**src/rtl/pdau_ram.sv**
```systemverilog
// Generic single-clock RAM, one write port and one registered read port.
// No dependencies.
module pdau_ram #(
    parameter int WIDTH = 8,
    parameter int DEPTH = 16,
    localparam int AW = (DEPTH > 1) ? $clog2(DEPTH) : 1
) (
    input  logic             i_clk,
    input  logic             i_we,
    input  logic [AW-1:0]    i_waddr,
    input  logic [WIDTH-1:0] i_wdata,
    input  logic             i_re,
    input  logic [AW-1:0]    i_raddr,
    output logic [WIDTH-1:0] o_rdata
);

    logic [WIDTH-1:0] r_mem [DEPTH];
    logic [WIDTH-1:0] r_rdata;

    always_ff @(posedge i_clk) begin
        if (i_we) begin
            r_mem[i_waddr] <= i_wdata;
        end
        if (i_re) begin
            r_rdata <= r_mem[i_raddr];
        end
    end

    assign o_rdata = r_rdata;

endmodule

```
**config.mk**
```make
export PLATFORM = sky130hd
export DESIGN_NAME = pdau_ram
export DESIGN_NICKNAME = d
export VERILOG_FILES = /design/src/rtl/pdau_ram.sv
export SDC_FILE = /design/constraint.sdc
export NUM_CORES = 1
export LEC_CHECK = 0
export ABC_CLOCK_PERIOD_IN_PS = 4300
export BUFFER_PORTS_ARGS = -buffer_cell sky130_fd_sc_hd__buf_2
export CELL_PAD_IN_SITES_DETAIL_PLACEMENT = 1
export CELL_PAD_IN_SITES_GLOBAL_PLACEMENT = 1
export CORE_MARGIN = 3
export CORE_UTILIZATION = 38
export CTS_BUF_LIST = sky130_fd_sc_hd__clkbuf_8
export DETAILED_ROUTE_END_ITERATION = 6
export HOLD_SLACK_MARGIN = 0.08
export PLACE_DENSITY_LB_ADDON = 0.1
export SYNTH_ARGS = -nofsm -noshare
export SYNTH_HDL_FRONTEND = slang
export SYNTH_SLANG_ARGS = --single-unit
```
**constraint.sdc**
```tcl
create_clock -name i_clk -period 4.3 [get_ports i_clk]
set_clock_uncertainty 0.05 [all_clocks]
set_input_delay 0.215 -clock i_clk [delete_from_list [all_inputs] [get_ports i_clk]]
set_output_delay 0.215 -clock i_clk [all_outputs]
set_load 0.03 [all_outputs]
```
==> out/qor.csv <==
stage;metric;value;unit
final_layout;nets;287;
critical_path;RR Startpoint;r_mem[3][6]$_DFFE_PP_;
logic_synthesis;post-synth net total;248;
floorplan;Die ar.;0.0152;mm^2
logic_synthesis;asr flop ratio synth;0;
logic_synthesis;syn avg cell area;22.8;um^2
timing;max-slew violation count;0;
critical_path;r2r setup slk;2.75;ns
route;WL per Instance;23.9;um
final_layout;layout cells sized above 1;0.281;
logic_synthesis;cells after synthesis;229;
timing;setup TNS;0;ns
final_layout;ant diodes;0;
run_status;status;finished, final reports clean;
timing;RSZ-0062 raised after global routing;false;
route;DRT Pass-1 Iters;4;
final_layout;area grow syn2layout;14.8;%
critical_path;reg2reg path depth;3;
timing;Worst-Margin Slew;1.08;ns
timing;Final Critical Period;2.01;ns
cts;number of gates resized after CTS;0;
critical_path;Critical Path RT;4.44;ns
floorplan;die height;123;um
cts;CTS H-Tree Depth;4;
place;GPL Wtd Cong;0.685;
cts;CTS root buf;clkbuf_8;
place;Detailed Place HPWL;6860;um
global_route;initial antenna violation count;1;
floorplan;Core Footprint;0.0133;mm^2
route;via-per-instance ratio;5.26;
hold_path;hold endpoint;r_mem[13][1]$_DFFE_PP_;
cts;CTS tree;done;
critical_path;CP max FO;20;
route;detailed-route via count;2402;
timing;fmax;497;MHz
logic_synthesis;Yosys warning count;0;
place;Post-Place Cells;424;
critical_path;slowest stage cell, crit path;mux4_1;
logic_synthesis;top cell type by total area after synthesis;edfxtp_1;
cts;Max Root-Sink Buffers;2;
timing;setup slack after layout;2.29;ns
logic_synthesis;top-count cell post-synth;edfxtp_1;
logic_synthesis;Netlist cell types;18;
floorplan;Rows;42;
final_layout;utilization after layout;0.450;
logic_synthesis;Syn Std Cell Area;0.00523;mm^2
hold_path;hold path start;i_wdata[1];
floorplan;I/O pins;27;
timing;Final Cycle Share;0.468;
power;P_leak;1.96;nW
global_route;total gr overflow;0;
route;DRT antenna net count;0;
floorplan;chip width;123;um
power;maximum VDD drop;0.174;mV
timing;Slew HR;0.274;
power;Total Power;2.86;mW
hold_path;Hold WC Path Type;input pin to flop;
timing;Fin. Hold Viols;0;
place;Place WS;1.78;ns
power;PwrDens;476;mW/mm^2
route;final WL;10900;um
run;max_cap viols;0;
cts;Sink Count;136;
logic_synthesis;Synth Flop Type;edfxtp_1;
logic_synthesis;leading cell types by total area after synthesis;edfxtp_1 (78%), mux4_2 (7.8%), mux4_1 (7.0%);
global_route;vias in the first global route;2626;
cts;Skew-Pair Late Insertion Delay;0.44;ns
critical_path;Setup CP Type;input pin to flop;
logic_synthesis;Yosys reg bits;136;
hold_path;Hold Path Depth;1;
timing;Setup-failing EPs final;0;
critical_path;crit path cell chain;buf_2 -> buf_4 -> mux4_1 -> a22oi_1 -> nand2_1;
route;Starting DRT DRC Count;229;
global_route;largest net degree at the start of global routing;33;
final_layout;# fillers;1241;
final_layout;Finished Layout Cells;457;
critical_path;critical path startpoint category;input pin;
cts;clock slew at reported path FFs;0.07;ns
cts;number of buffers created by CTS;17;
global_route;global-route wire length before repair;16300;um
critical_path;crit path DAT;2.16;ns
global_route;Tot GR Track Use;0.158;
logic_synthesis;Synth top area share;0.781;
critical_path;Crit Reg-Reg Endpoint;o_rdata[6]$_DFFE_PP_;
critical_path;Max stage delay on crit path;0.61;ns
logic_synthesis;EDFF count, synth;136;
critical_path;crit end category;flop;
route;Post-route DRC;0;
logic_synthesis;Post-synth top cells;edfxtp_1 (136), mux4_2 (18), a22oi_1 (16);
logic_synthesis;sequential element share of the synthesized area;0.781;
place;port bufs;26;
floorplan;starting density of the core;0.392;
kinds of logic (layout without fill, tap and decap cells):
kind of cell | after synthesis | count (layout) | share of synthesized area
simple gates | 35 | 35 | 0.0314
compound gates | 16 | 16 | 0.0230
flops | 136 | 136 | 0.781
buf+inv | 10 | 62 | 0.0165
mux | 32 | 32 | 0.148
flip-flops by register name, summed over array words and instances, names as in the netlist:
register,count
r_mem,128
o_rdata,8
where the power goes:
part | internal [mW] | total (mW) | switching [mW] | leakage [nW]
sequential | 1.49 | 1.50 | 0.00851 | 1.24
combinational | 0.0530 | 0.142 | 0.0894 | 0.495
clock | 0.740 | 1.22 | 0.476 | 0.228
placed cells by master, fill, tap and decap left out:
cell / synthesis / layout
edfxtp_1: 136 / 136
buf_2: 3 / 26
mux4_2: 18 / 18
clkbuf_8: 0 / 17
a22oi_1: 16 / 16
mux4_1: 14 / 14
nor2_1: 13 / 13
nand2_1: 9 / 9
bufinv_16: 0 / 6
clkinvlp_4: 0 / 3
buf_4: 1 / 3
nand3b_1: 2 / 2
nor3_1: 4 / 2
nand2b_1: 2 / 2
nor3_2: 0 / 2
clkinv_1: 0 / 2
clkinv_2: 0 / 2
nor2b_1: 1 / 1
and2_1: 1 / 1
and2b_1: 1 / 1
nand3_1: 1 / 1
or3b_2: 1 / 1
inv_1: 0 / 1
clkinv_4: 0 / 1
dlygate4sd3_1: 0 / 1
layer usage:
metal	GRT usage	part of all wire	vias up
met5	0	0.0012	-
met4	0.0457	0.012	2
met3	0.0586	0.046	13
met2	0.235	0.47	56
met1	0.221	0.47	1277
li1	-	-	1054
cell type report:
class,instances,area (um^2),area share
multi-input combinational,83,1070,0.178
timing repair buffer,30,163,0.0271
clock buffer,17,234,0.0390
tap,176,220,0.0367
sequential,136,4080,0.681
clock inverter,15,233,0.0388
critical path: cells and delay by family:
family / cells / cell delay (ns)
AOI/OAI and AO/OA: 1 / 0.26
buffers and inverters: 2 / 0.95
muxes: 1 / 0.61
and+or+nand+nor: 1 / 0.10
timing repair:
action                    4_1_cts  5_1_grt
hold buffers                    1        0
hold endpoints to repair        4        0
setup buffers                   0        0
through the flow:
stage          cell area (um^2)  hold WS (ns)
2_1_floorplan              5230         0.264
3_3_place_gp               5520         0.562
3_5_place_dp               5520         0.563
4_1_cts                    6000        0.0816
5_1_grt                    6000        0.0863
6_report                   6000         0.112
worst max-delay path by stage:
stage	start	endpoint	slack (ns)
5_1_grt	i_raddr[0]	o_rdata[1]$_DFFE_PP_	2.21
2_1_floorplan	i_waddr[2]	r_mem[0][0]$_DFFE_PP_	2.54
3_3_place_gp	i_raddr[0]	o_rdata[1]$_DFFE_PP_	1.81
3_5_place_dp	i_raddr[0]	o_rdata[1]$_DFFE_PP_	1.78
4_1_cts	i_raddr[0]	o_rdata[1]$_DFFE_PP_	2.27
6_report	i_raddr[0]	o_rdata[1]$_DFFE_PP_	2.29
Power figures use the tool's default switching activity.
