## src/rtl/pdau_div.sv

```systemverilog
// Pipelined restoring divider, one quotient bit per stage, QW stages.
// Needs num < den * 2**QW. No dependencies.
module pdau_div #(
    parameter int NW = 15,
    parameter int DW = 7,
    parameter int QW = 15
) (
    input  logic          i_clk,
    input  logic          i_en,
    input  logic [NW-1:0] i_num,
    input  logic [DW-1:0] i_den,
    output logic [QW-1:0] o_quo
);

    localparam int WW = (NW > DW + QW) ? NW : DW + QW;

    logic [WW-1:0] r_rem [QW];
    logic [DW-1:0] r_den [QW];
    logic [QW-1:0] r_quo [QW];

    for (genvar s = 0; s < QW; s++) begin : g_st
        localparam int J = QW - 1 - s;
        logic [WW-1:0] rem_in;
        logic [WW-1:0] trial;
        logic [DW-1:0] den_in;
        logic [QW-1:0] quo_in;
        logic          take;

        if (s == 0) begin : g_first
            assign rem_in = WW'(i_num);
            assign den_in = i_den;
            assign quo_in = '0;
        end else begin : g_next
            assign rem_in = r_rem[s-1];
            assign den_in = r_den[s-1];
            assign quo_in = r_quo[s-1];
        end

        assign trial = WW'(den_in) << J;
        assign take  = (rem_in >= trial);

        always_ff @(posedge i_clk) begin
            if (i_en) begin
                r_rem[s] <= take ? (rem_in - trial) : rem_in;
                r_den[s] <= den_in;
                r_quo[s] <= quo_in | (take ? (QW'(1) << J) : '0);
            end
        end
    end

    assign o_quo = r_quo[QW-1];

endmodule

```

## config.mk

```make
export PLATFORM = sky130hd
export DESIGN_NAME = pdau_div
export DESIGN_NICKNAME = d
export VERILOG_FILES = /design/src/rtl/pdau_div.sv
export SDC_FILE = /design/constraint.sdc
export NUM_CORES = 1
export LEC_CHECK = 0
export BUFFER_PORTS_ARGS = -buffer_cell sky130_fd_sc_hd__buf_4
export CORE_ASPECT_RATIO = 1.4
export CORE_MARGIN = 2
export CORE_UTILIZATION = 64
export DETAILED_ROUTE_END_ITERATION = 7
export PLACE_DENSITY_LB_ADDON = 0.05
export RECOVER_POWER = 25
export SYNTH_ARGS = -nofsm -noshare
export SYNTH_HDL_FRONTEND = slang
export SYNTH_SLANG_ARGS = --single-unit
```

## constraint.sdc

```tcl
create_clock -name i_clk -period 7.8 [get_ports i_clk]
set_input_delay 1.56 -clock i_clk [delete_from_list [all_inputs] [get_ports i_clk]]
set_output_delay 1.56 -clock i_clk [all_outputs]
set_load 0.02 [all_outputs]
```

==> flow_summary.json, run 1 <==
{
  "fin_setup_tns_ps": 0,
  "grt_setup_unrepaired": "false",
  "core-area_mm2": 0.0367,
  "worst_ir_drop_vdd_mv": 0.272,
  "synth_cells": 1694,
  "fill_cells": 2377,
  "commonest_non_fill_non_tap_cell_in_the_layout": "edfxtp_1",
  "gp_congestion": 0.889,
  "total_standard_cell_area_after_synthesis_mm2": 0.0238,
  "maxCapViolCount": 0,
  "placed_cells_incl_taps": 2187,
  "insertion_delay_ps": 580,
  "cts_htree_levels": 2,
  "synth_sequential_area_ratio_pct": 66.4,
  "grt_overflow_total": 0,
  "clk_transition_reported_paths_ps": 60,
  "fp.dieW_um": 167,
  "drtIter0Drc": 924,
  "die-height_um": 232,
  "pwr-share-seq_pct": 50.7,
  "avgSynthCellArea_um2": 14.0,
  "async_reset_ff_share_pct": 0,
  "first_pass_grt_wire_length_um": 69300,
  "maxSlewViolCount": 0,
  "finalCriticalPeriod_ps": 3260,
  "post_synth_num_cell_types": 71,
  "hold_violations_final": 0,
  "cts_hold_buf": 0,
  "netSwitchingPower_uw": 1950,
  "io_pins": 39,
  "final_routed_drc_violation_total": 0,
  "worst_slew_pin_slew_ps": 1220,
  "drive_gt1_share_pct": 9.89,
  "register_bit_total_from_synthesis": 526,
  "timing.hold.worst.class": "register to register",
  "required_ps": 8080,
  "cts_buffers": 48,
  "synthesis.yosys.warnings": 0,
  "globalRouteTotalUtil_pct": 22.9,
  "mostFrequentLayoutCells": "526 x edfxtp_1, 141 x inv_1, 101 x nor2_1, 100 x ha_1, 78 x nand2_1",
  "postCtsResizedCells": 0,
  "max_freq_ghz": 0.307,
  "clock-root-buffer": "clkbuf_16",
  "period_share_pct": 41.8,
  "post_cts_buffers": 0,
  "total_leakage_power_uw": 0.00950,
  "ctsLongestPathBuffers": 3,
  "power_report.internal_total_uw": 5520,
  "power_frac_clock_pct": 32.8,
  "largest_net_degree_at_the_start_of_global_routing": 193,
  "place.port_buffers": 38,
  "timing.critical_path.arrival_ps": 3550,
  "remaining_number_of_nets_flagged_by_the_antenna_check_after_routing": 0,
  "finalNetCount": 1907,
  "synth_edf_count": 526,
  "worst_setup_path_start_kind": "input pin",
  "post-route-util_pct": 71.8,
  "status": "finished clean",
  "post_drt_wl_per_cell_um": 19.4,
  "setup_viol": 0,
  "layout-area-overhead-vs-synth_pct": 10.7,
  "final_cell_count_no_fill": 2276,
  "start_util_pct": 64.8,
  "numClockSinks": 526,
  "cts_tree": "yes",
  "antenna_found_initial": 0,
  "final.setup_skew_ps": 21.9,
  "floorplan.rows": 83,
  "via_count": 13700,
  "power_density_mw_per_mm2": 284,
  "synth.net_count": 1831,
  "drtPass1Iterations": 5,
  "crit_path_max_fanout": 9,
  "comb_power_share_pct": 16.5,
  "vias_per_cell": 6.00,
  "design.die.area_mm2": 0.0387,
  "worst_setup_path_end_kind": "register",
  "first_global_vias": 14200,
  "totalWireLength_um": 44200,
  "power.share.switching_pct": 26.1,
  "dominant_synthesized_flop_cell": "edfxtp_1",
  "criticalPathCategory": "input pin to register",
  "timing.slew.headroom_pct": 17.7,
  "antennaDiodeCount": 0,
  "hpwl_um": 31300
}
Yosys cell counts (5+ instances only):
cell	n	area, um2
edfxtp_1	526	15800
inv_1	141	529
nor2_1	101	379
ha_1	100	1250
nand2_1	78	293
o21ai_0	73	365
xor2_1	70	613
nor3_1	51	255
a21oi_1	50	250
nor4_1	48	300
xnor2_1	47	412
o21a_1	34	255
mux2_2	33	372
nand3_1	28	140
nor2b_1	27	169
o31ai_1	26	195
or4_1	25	188
a21o_1	18	135
nand2b_1	17	106
o31a_1	16	140
a211oi_1	15	113
fa_1	13	260
or3_1	13	81.3
clkbuf_1	12	45.0
mux2i_1	11	110
nand4_1	11	68.8
a21boi_0	10	75.1
and3_1	9	56.3
nand3b_1	8	60.1
nor4b_1	6	52.6
nand4b_1	5	43.8
area by class of cell:
class | instances | area, um2 | area share, %
Clock buffer | 53 | 1240 | 4.72
Tap cell | 467 | 584 | 2.22
Timing Repair Buffer | 44 | 363 | 1.38
Inverter | 142 | 533 | 2.03
Sequential cell | 526 | 15800 | 60.0
Multi-Input combinational cell | 1008 | 7370 | 28.0
Clock inverter | 36 | 414 | 1.57
per-layer routing:
| layer | up-vias | wire length [um] | track usage, % |
|---|---|---|---|
| met5 | - | 0 | 0 |
| met4 | 0 | 2280 | 12.1 |
| met3 | 126 | 1410 | 3.07 |
| met2 | 311 | 25700 | 47.2 |
| met1 | 6647 | 14800 | 21.1 |
| li1 | 6566 | - | - |
registers in the layout (all words and copies together) (netlist names):
name,cells
r_rem,308
r_quo,120
r_den,98
stage by stage:
step	hold slack (ps)	setup WS (ps)	cell area [um2]	power, uW
global placement	400	4100	24600	5000
floorplan	400	4450	23800	4660
finish	417	4540	26300	7470
global route	423	4230	26300	7790
CTS	407	4580	26300	7510
detailed placement	405	3940	24600	5070
power groups by stage:
stage / clock [uW] / sequential, uW / combinational [uW]
after CTS: 2490 / 3780 / 1240
after global placement: 0 / 3820 / 1180
after global routing: 2600 / 3820 / 1370
after detailed placement: 0 / 3840 / 1220
final: 2450 / 3790 / 1230
after floorplan: 0 / 3760 / 905
critical path, cell delays in order:
cell     delay [ps]
buf_4            80
inv_1            50
ha_1            300
nor4b_1         220
a41oi_1         150
nor4_1         1000
mux2i_1         190
worst paths after layout:
kind         depth (start not counted)  slack (ps)           end           from
max                                  7        4540  r_rem[0][14]      i_num[14]
min                                  0         420  r_quo[1][44]   r_quo[1][29]
max reg2reg                          9        4610  r_rem[1][12]  r_rem[0][160]
min reg2reg                          0         420  r_quo[1][44]   r_quo[1][29]
kinds of logic (layout without fill, tap and decap cells):
| logic type | count (synthesis) | count (layout) | synth area share, % |
|---|---|---|---|
| compound gates | 274 | 274 | 7.75 |
| xor+xnor | 117 | 117 | 4.31 |
| fa+ha+maj | 113 | 113 | 6.36 |
| buf+inv | 160 | 275 | 2.61 |
| flops | 526 | 526 | 66.4 |
| mux | 44 | 44 | 2.03 |
| simple gates | 460 | 460 | 10.5 |
(Power assumes the default switching activity.)
==> run 2: changes to the inputs <==
- CORE_UTILIZATION: 64 -> 57
- clock period: 7.8 -> 2.9 ns (I/O delays scaled with it)
==> run 2 against run 1 <==
Against the previous run:
- the flow now finishes with violations (max-capacitance violations, max-slew violations)
- cell count is 6.0% higher
- critical path depth increased by 2
- hold slack got worse by 220 ps
- sequential share of layout area down 1.6 points
- largest power group unchanged
- die area increased by 12%
- clock power rose to 2.6 times the previous value
- register-to-register slack got worse by 4600 ps
- power increased to 2.7 times the previous value
- sequential power rose to 2.7 times the previous value
- critical path type is now register to register
- flip-flop and latch count unchanged
- core utilization decreased by 6.1 points
==> flow_summary.json, run 2 (same netlist as run 1, synthesis figures left out) <==
{
  "status": "finished with violations",
  "violations_in_the_final_reports": "max-capacitance violations, max-slew violations",
  "drtIter0Drc": 872,
  "criticalPathCategory": "register to register",
  "timing.critical_path.arrival_ps": 3160,
  "timing.hold.worst.class": "input pin to register",
  "totalWireLength_um": 44100,
  "largest_net_degree_at_the_start_of_global_routing": 101,
  "fill_cells": 2955,
  "timing.slew.headroom_pct": -58.9,
  "insertion_delay_ps": 590,
  "globalRouteTotalUtil_pct": 20.7,
  "finalCriticalPeriod_ps": 2840,
  "worst_hold_slack_ps": 194,
  "total_leakage_power_uw": 0.00982,
  "area_taken_by_multi_input_logic_gates_mm2": 0.00747,
  "vias_per_cell": 5.70,
  "required_ps": 3220,
  "largest-register": "r_rem",
  "clock-root-buffer": "clkbuf_16",
  "placed_cells_incl_taps": 2321,
  "worst_setup_path_end_kind": "register",
  "drtPass1Iterations": 5,
  "antennaDiodeCount": 0,
  "cts_htree_levels": 2,
  "power_density_mw_per_mm2": 745,
  "maxCapViolCount": 1,
  "final_cell_count_no_fill": 2412,
  "period_share_pct": 98.0,
  "grt_setup_unrepaired": "true",
  "detailed_place.area_mm2": 0.0253,
  "layout-area-overhead-vs-synth_pct": 13.8,
  "mostFrequentLayoutCells": "526 x edfxtp_1, 141 x inv_1, 101 x nor2_1, 99 x ha_1, 78 x nand2_1",
  "grt_overflow_total": 0,
  "worst_setup_path_start_kind": "register",
  "final_routed_drc_violation_total": 0,
  "finalPower_uw": 20200,
  "largest_reg_flops": 308,
  "maxSlewViolCount": 36,
  "commonest_non_fill_non_tap_cell_in_the_layout": "edfxtp_1",
  "post_drt_wl_per_cell_um": 18.3,
  "design.die.area_mm2": 0.0434,
  "floorplan.rows": 88,
  "placement.setup.worst_slack_ps": -50.3,
  "core-area_mm2": 0.0412,
  "start_util_pct": 57.7,
  "finalNetCount": 1970,
  "cts_tree": "yes",
  "worst_ir_drop_vdd_mv": 0.457,
  "via_count": 13800,
  "first_pass_grt_wire_length_um": 69600,
  "worst_slew_pin_slew_ps": 2380,
  "drive_gt1_share_pct": 12.9,
  "postLayoutCellArea_mm2": 0.0270,
  "die-height_um": 246,
  "antenna_found_initial": 0,
  "cts_buffers": 49,
  "post-route-worst-setup-slack_ps": 58.3,
  "final.setup_skew_ps": 20.8,
  "hpwl_um": 32400,
  "place.port_buffers": 38,
  "reg.largest.list": "r_rem x308, r_quo x120, r_den x98",
  "max_freq_ghz": 0.352,
  "fp.dieW_um": 177,
  "gp_congestion": 0.844,
  "setup_viol": 0,
  "io_pins": 39,
  "clk_transition_reported_paths_ps": 60,
  "crit_path_max_fanout": 3,
  "first_global_vias": 14000,
  "regToRegSetupSlack_ps": 60,
  "sequential_cell_area_mm2": 0.0158,
  "ctsLongestPathBuffers": 3,
  "numClockSinks": 526,
  "remaining_number_of_nets_flagged_by_the_antenna_check_after_routing": 0,
  "cts_hold_buf": 0,
  "hold_violations_final": 0
}
## run 2: cell count changes in the layout (fill, tap and decap cells not counted), moves of 3 or more
cell        delta
buf_12        +11
buf_4         +30
clkbuf_1      +13
clkbuf_4      +14
clkinvlp_4     -3
nor4_1         -4
## run 2: worst max-delay path, stage by stage (launching register included)
cell,delay [ps]
edfxtp_1,390
inv_1,80
ha_2,210
fa_2,250
nor2b_1,70
o31a_1,290
o31a_1,320
or4b_4,520
a2111oi_4,340
xor2_1,110
## run 2: final timing paths
kind                                    from             to  depth (start not counted)
worst max-delay path            r_rem[1][89]  r_rem[1][131]                          9
worst min-delay path                i_num[1]    r_rem[0][1]                          1
worst max register to register  r_rem[1][89]  r_rem[1][131]                          9
worst min register to register  r_quo[1][83]   r_quo[1][98]                          0
## run 2: cell type report
class | count | share of cell area, %
timing repair buffer | 106 | 3.43
multi-input combinational | 1008 | 27.6
sequential | 526 | 58.4
clock inverter | 32 | 1.40
tap | 540 | 2.50
clock buffer | 58 | 4.66
inverter | 142 | 1.97
## run 2: what timing repair did
action,4_1_cts,5_1_grt
pin swaps,0,2
gates resized for setup,1,18
setup endpoints to repair,2,44
setup buffers,0,1
## run 2: through the flow
stage	setup TNS, ps	util (%)
global placement	-27.4	61.5
global route	-111	65.7
floorplan	0	-
finish	0	65.7
detailed placement	-99.6	61.5
CTS	0	65.5
## run 2: where the power goes
part,switching [uW],internal [uW]
logic,1930,1580
clock network,2720,3750
registers,613,9550
total,5270,14900
## run 2: metal layers
metal | GRT usage, % | wire [um]
met4 | 10.1 | 2110
met1 | 22.1 | 16400
met3 | 2.52 | 1420
met2 | 39.8 | 24200
met5 | 0 | 0
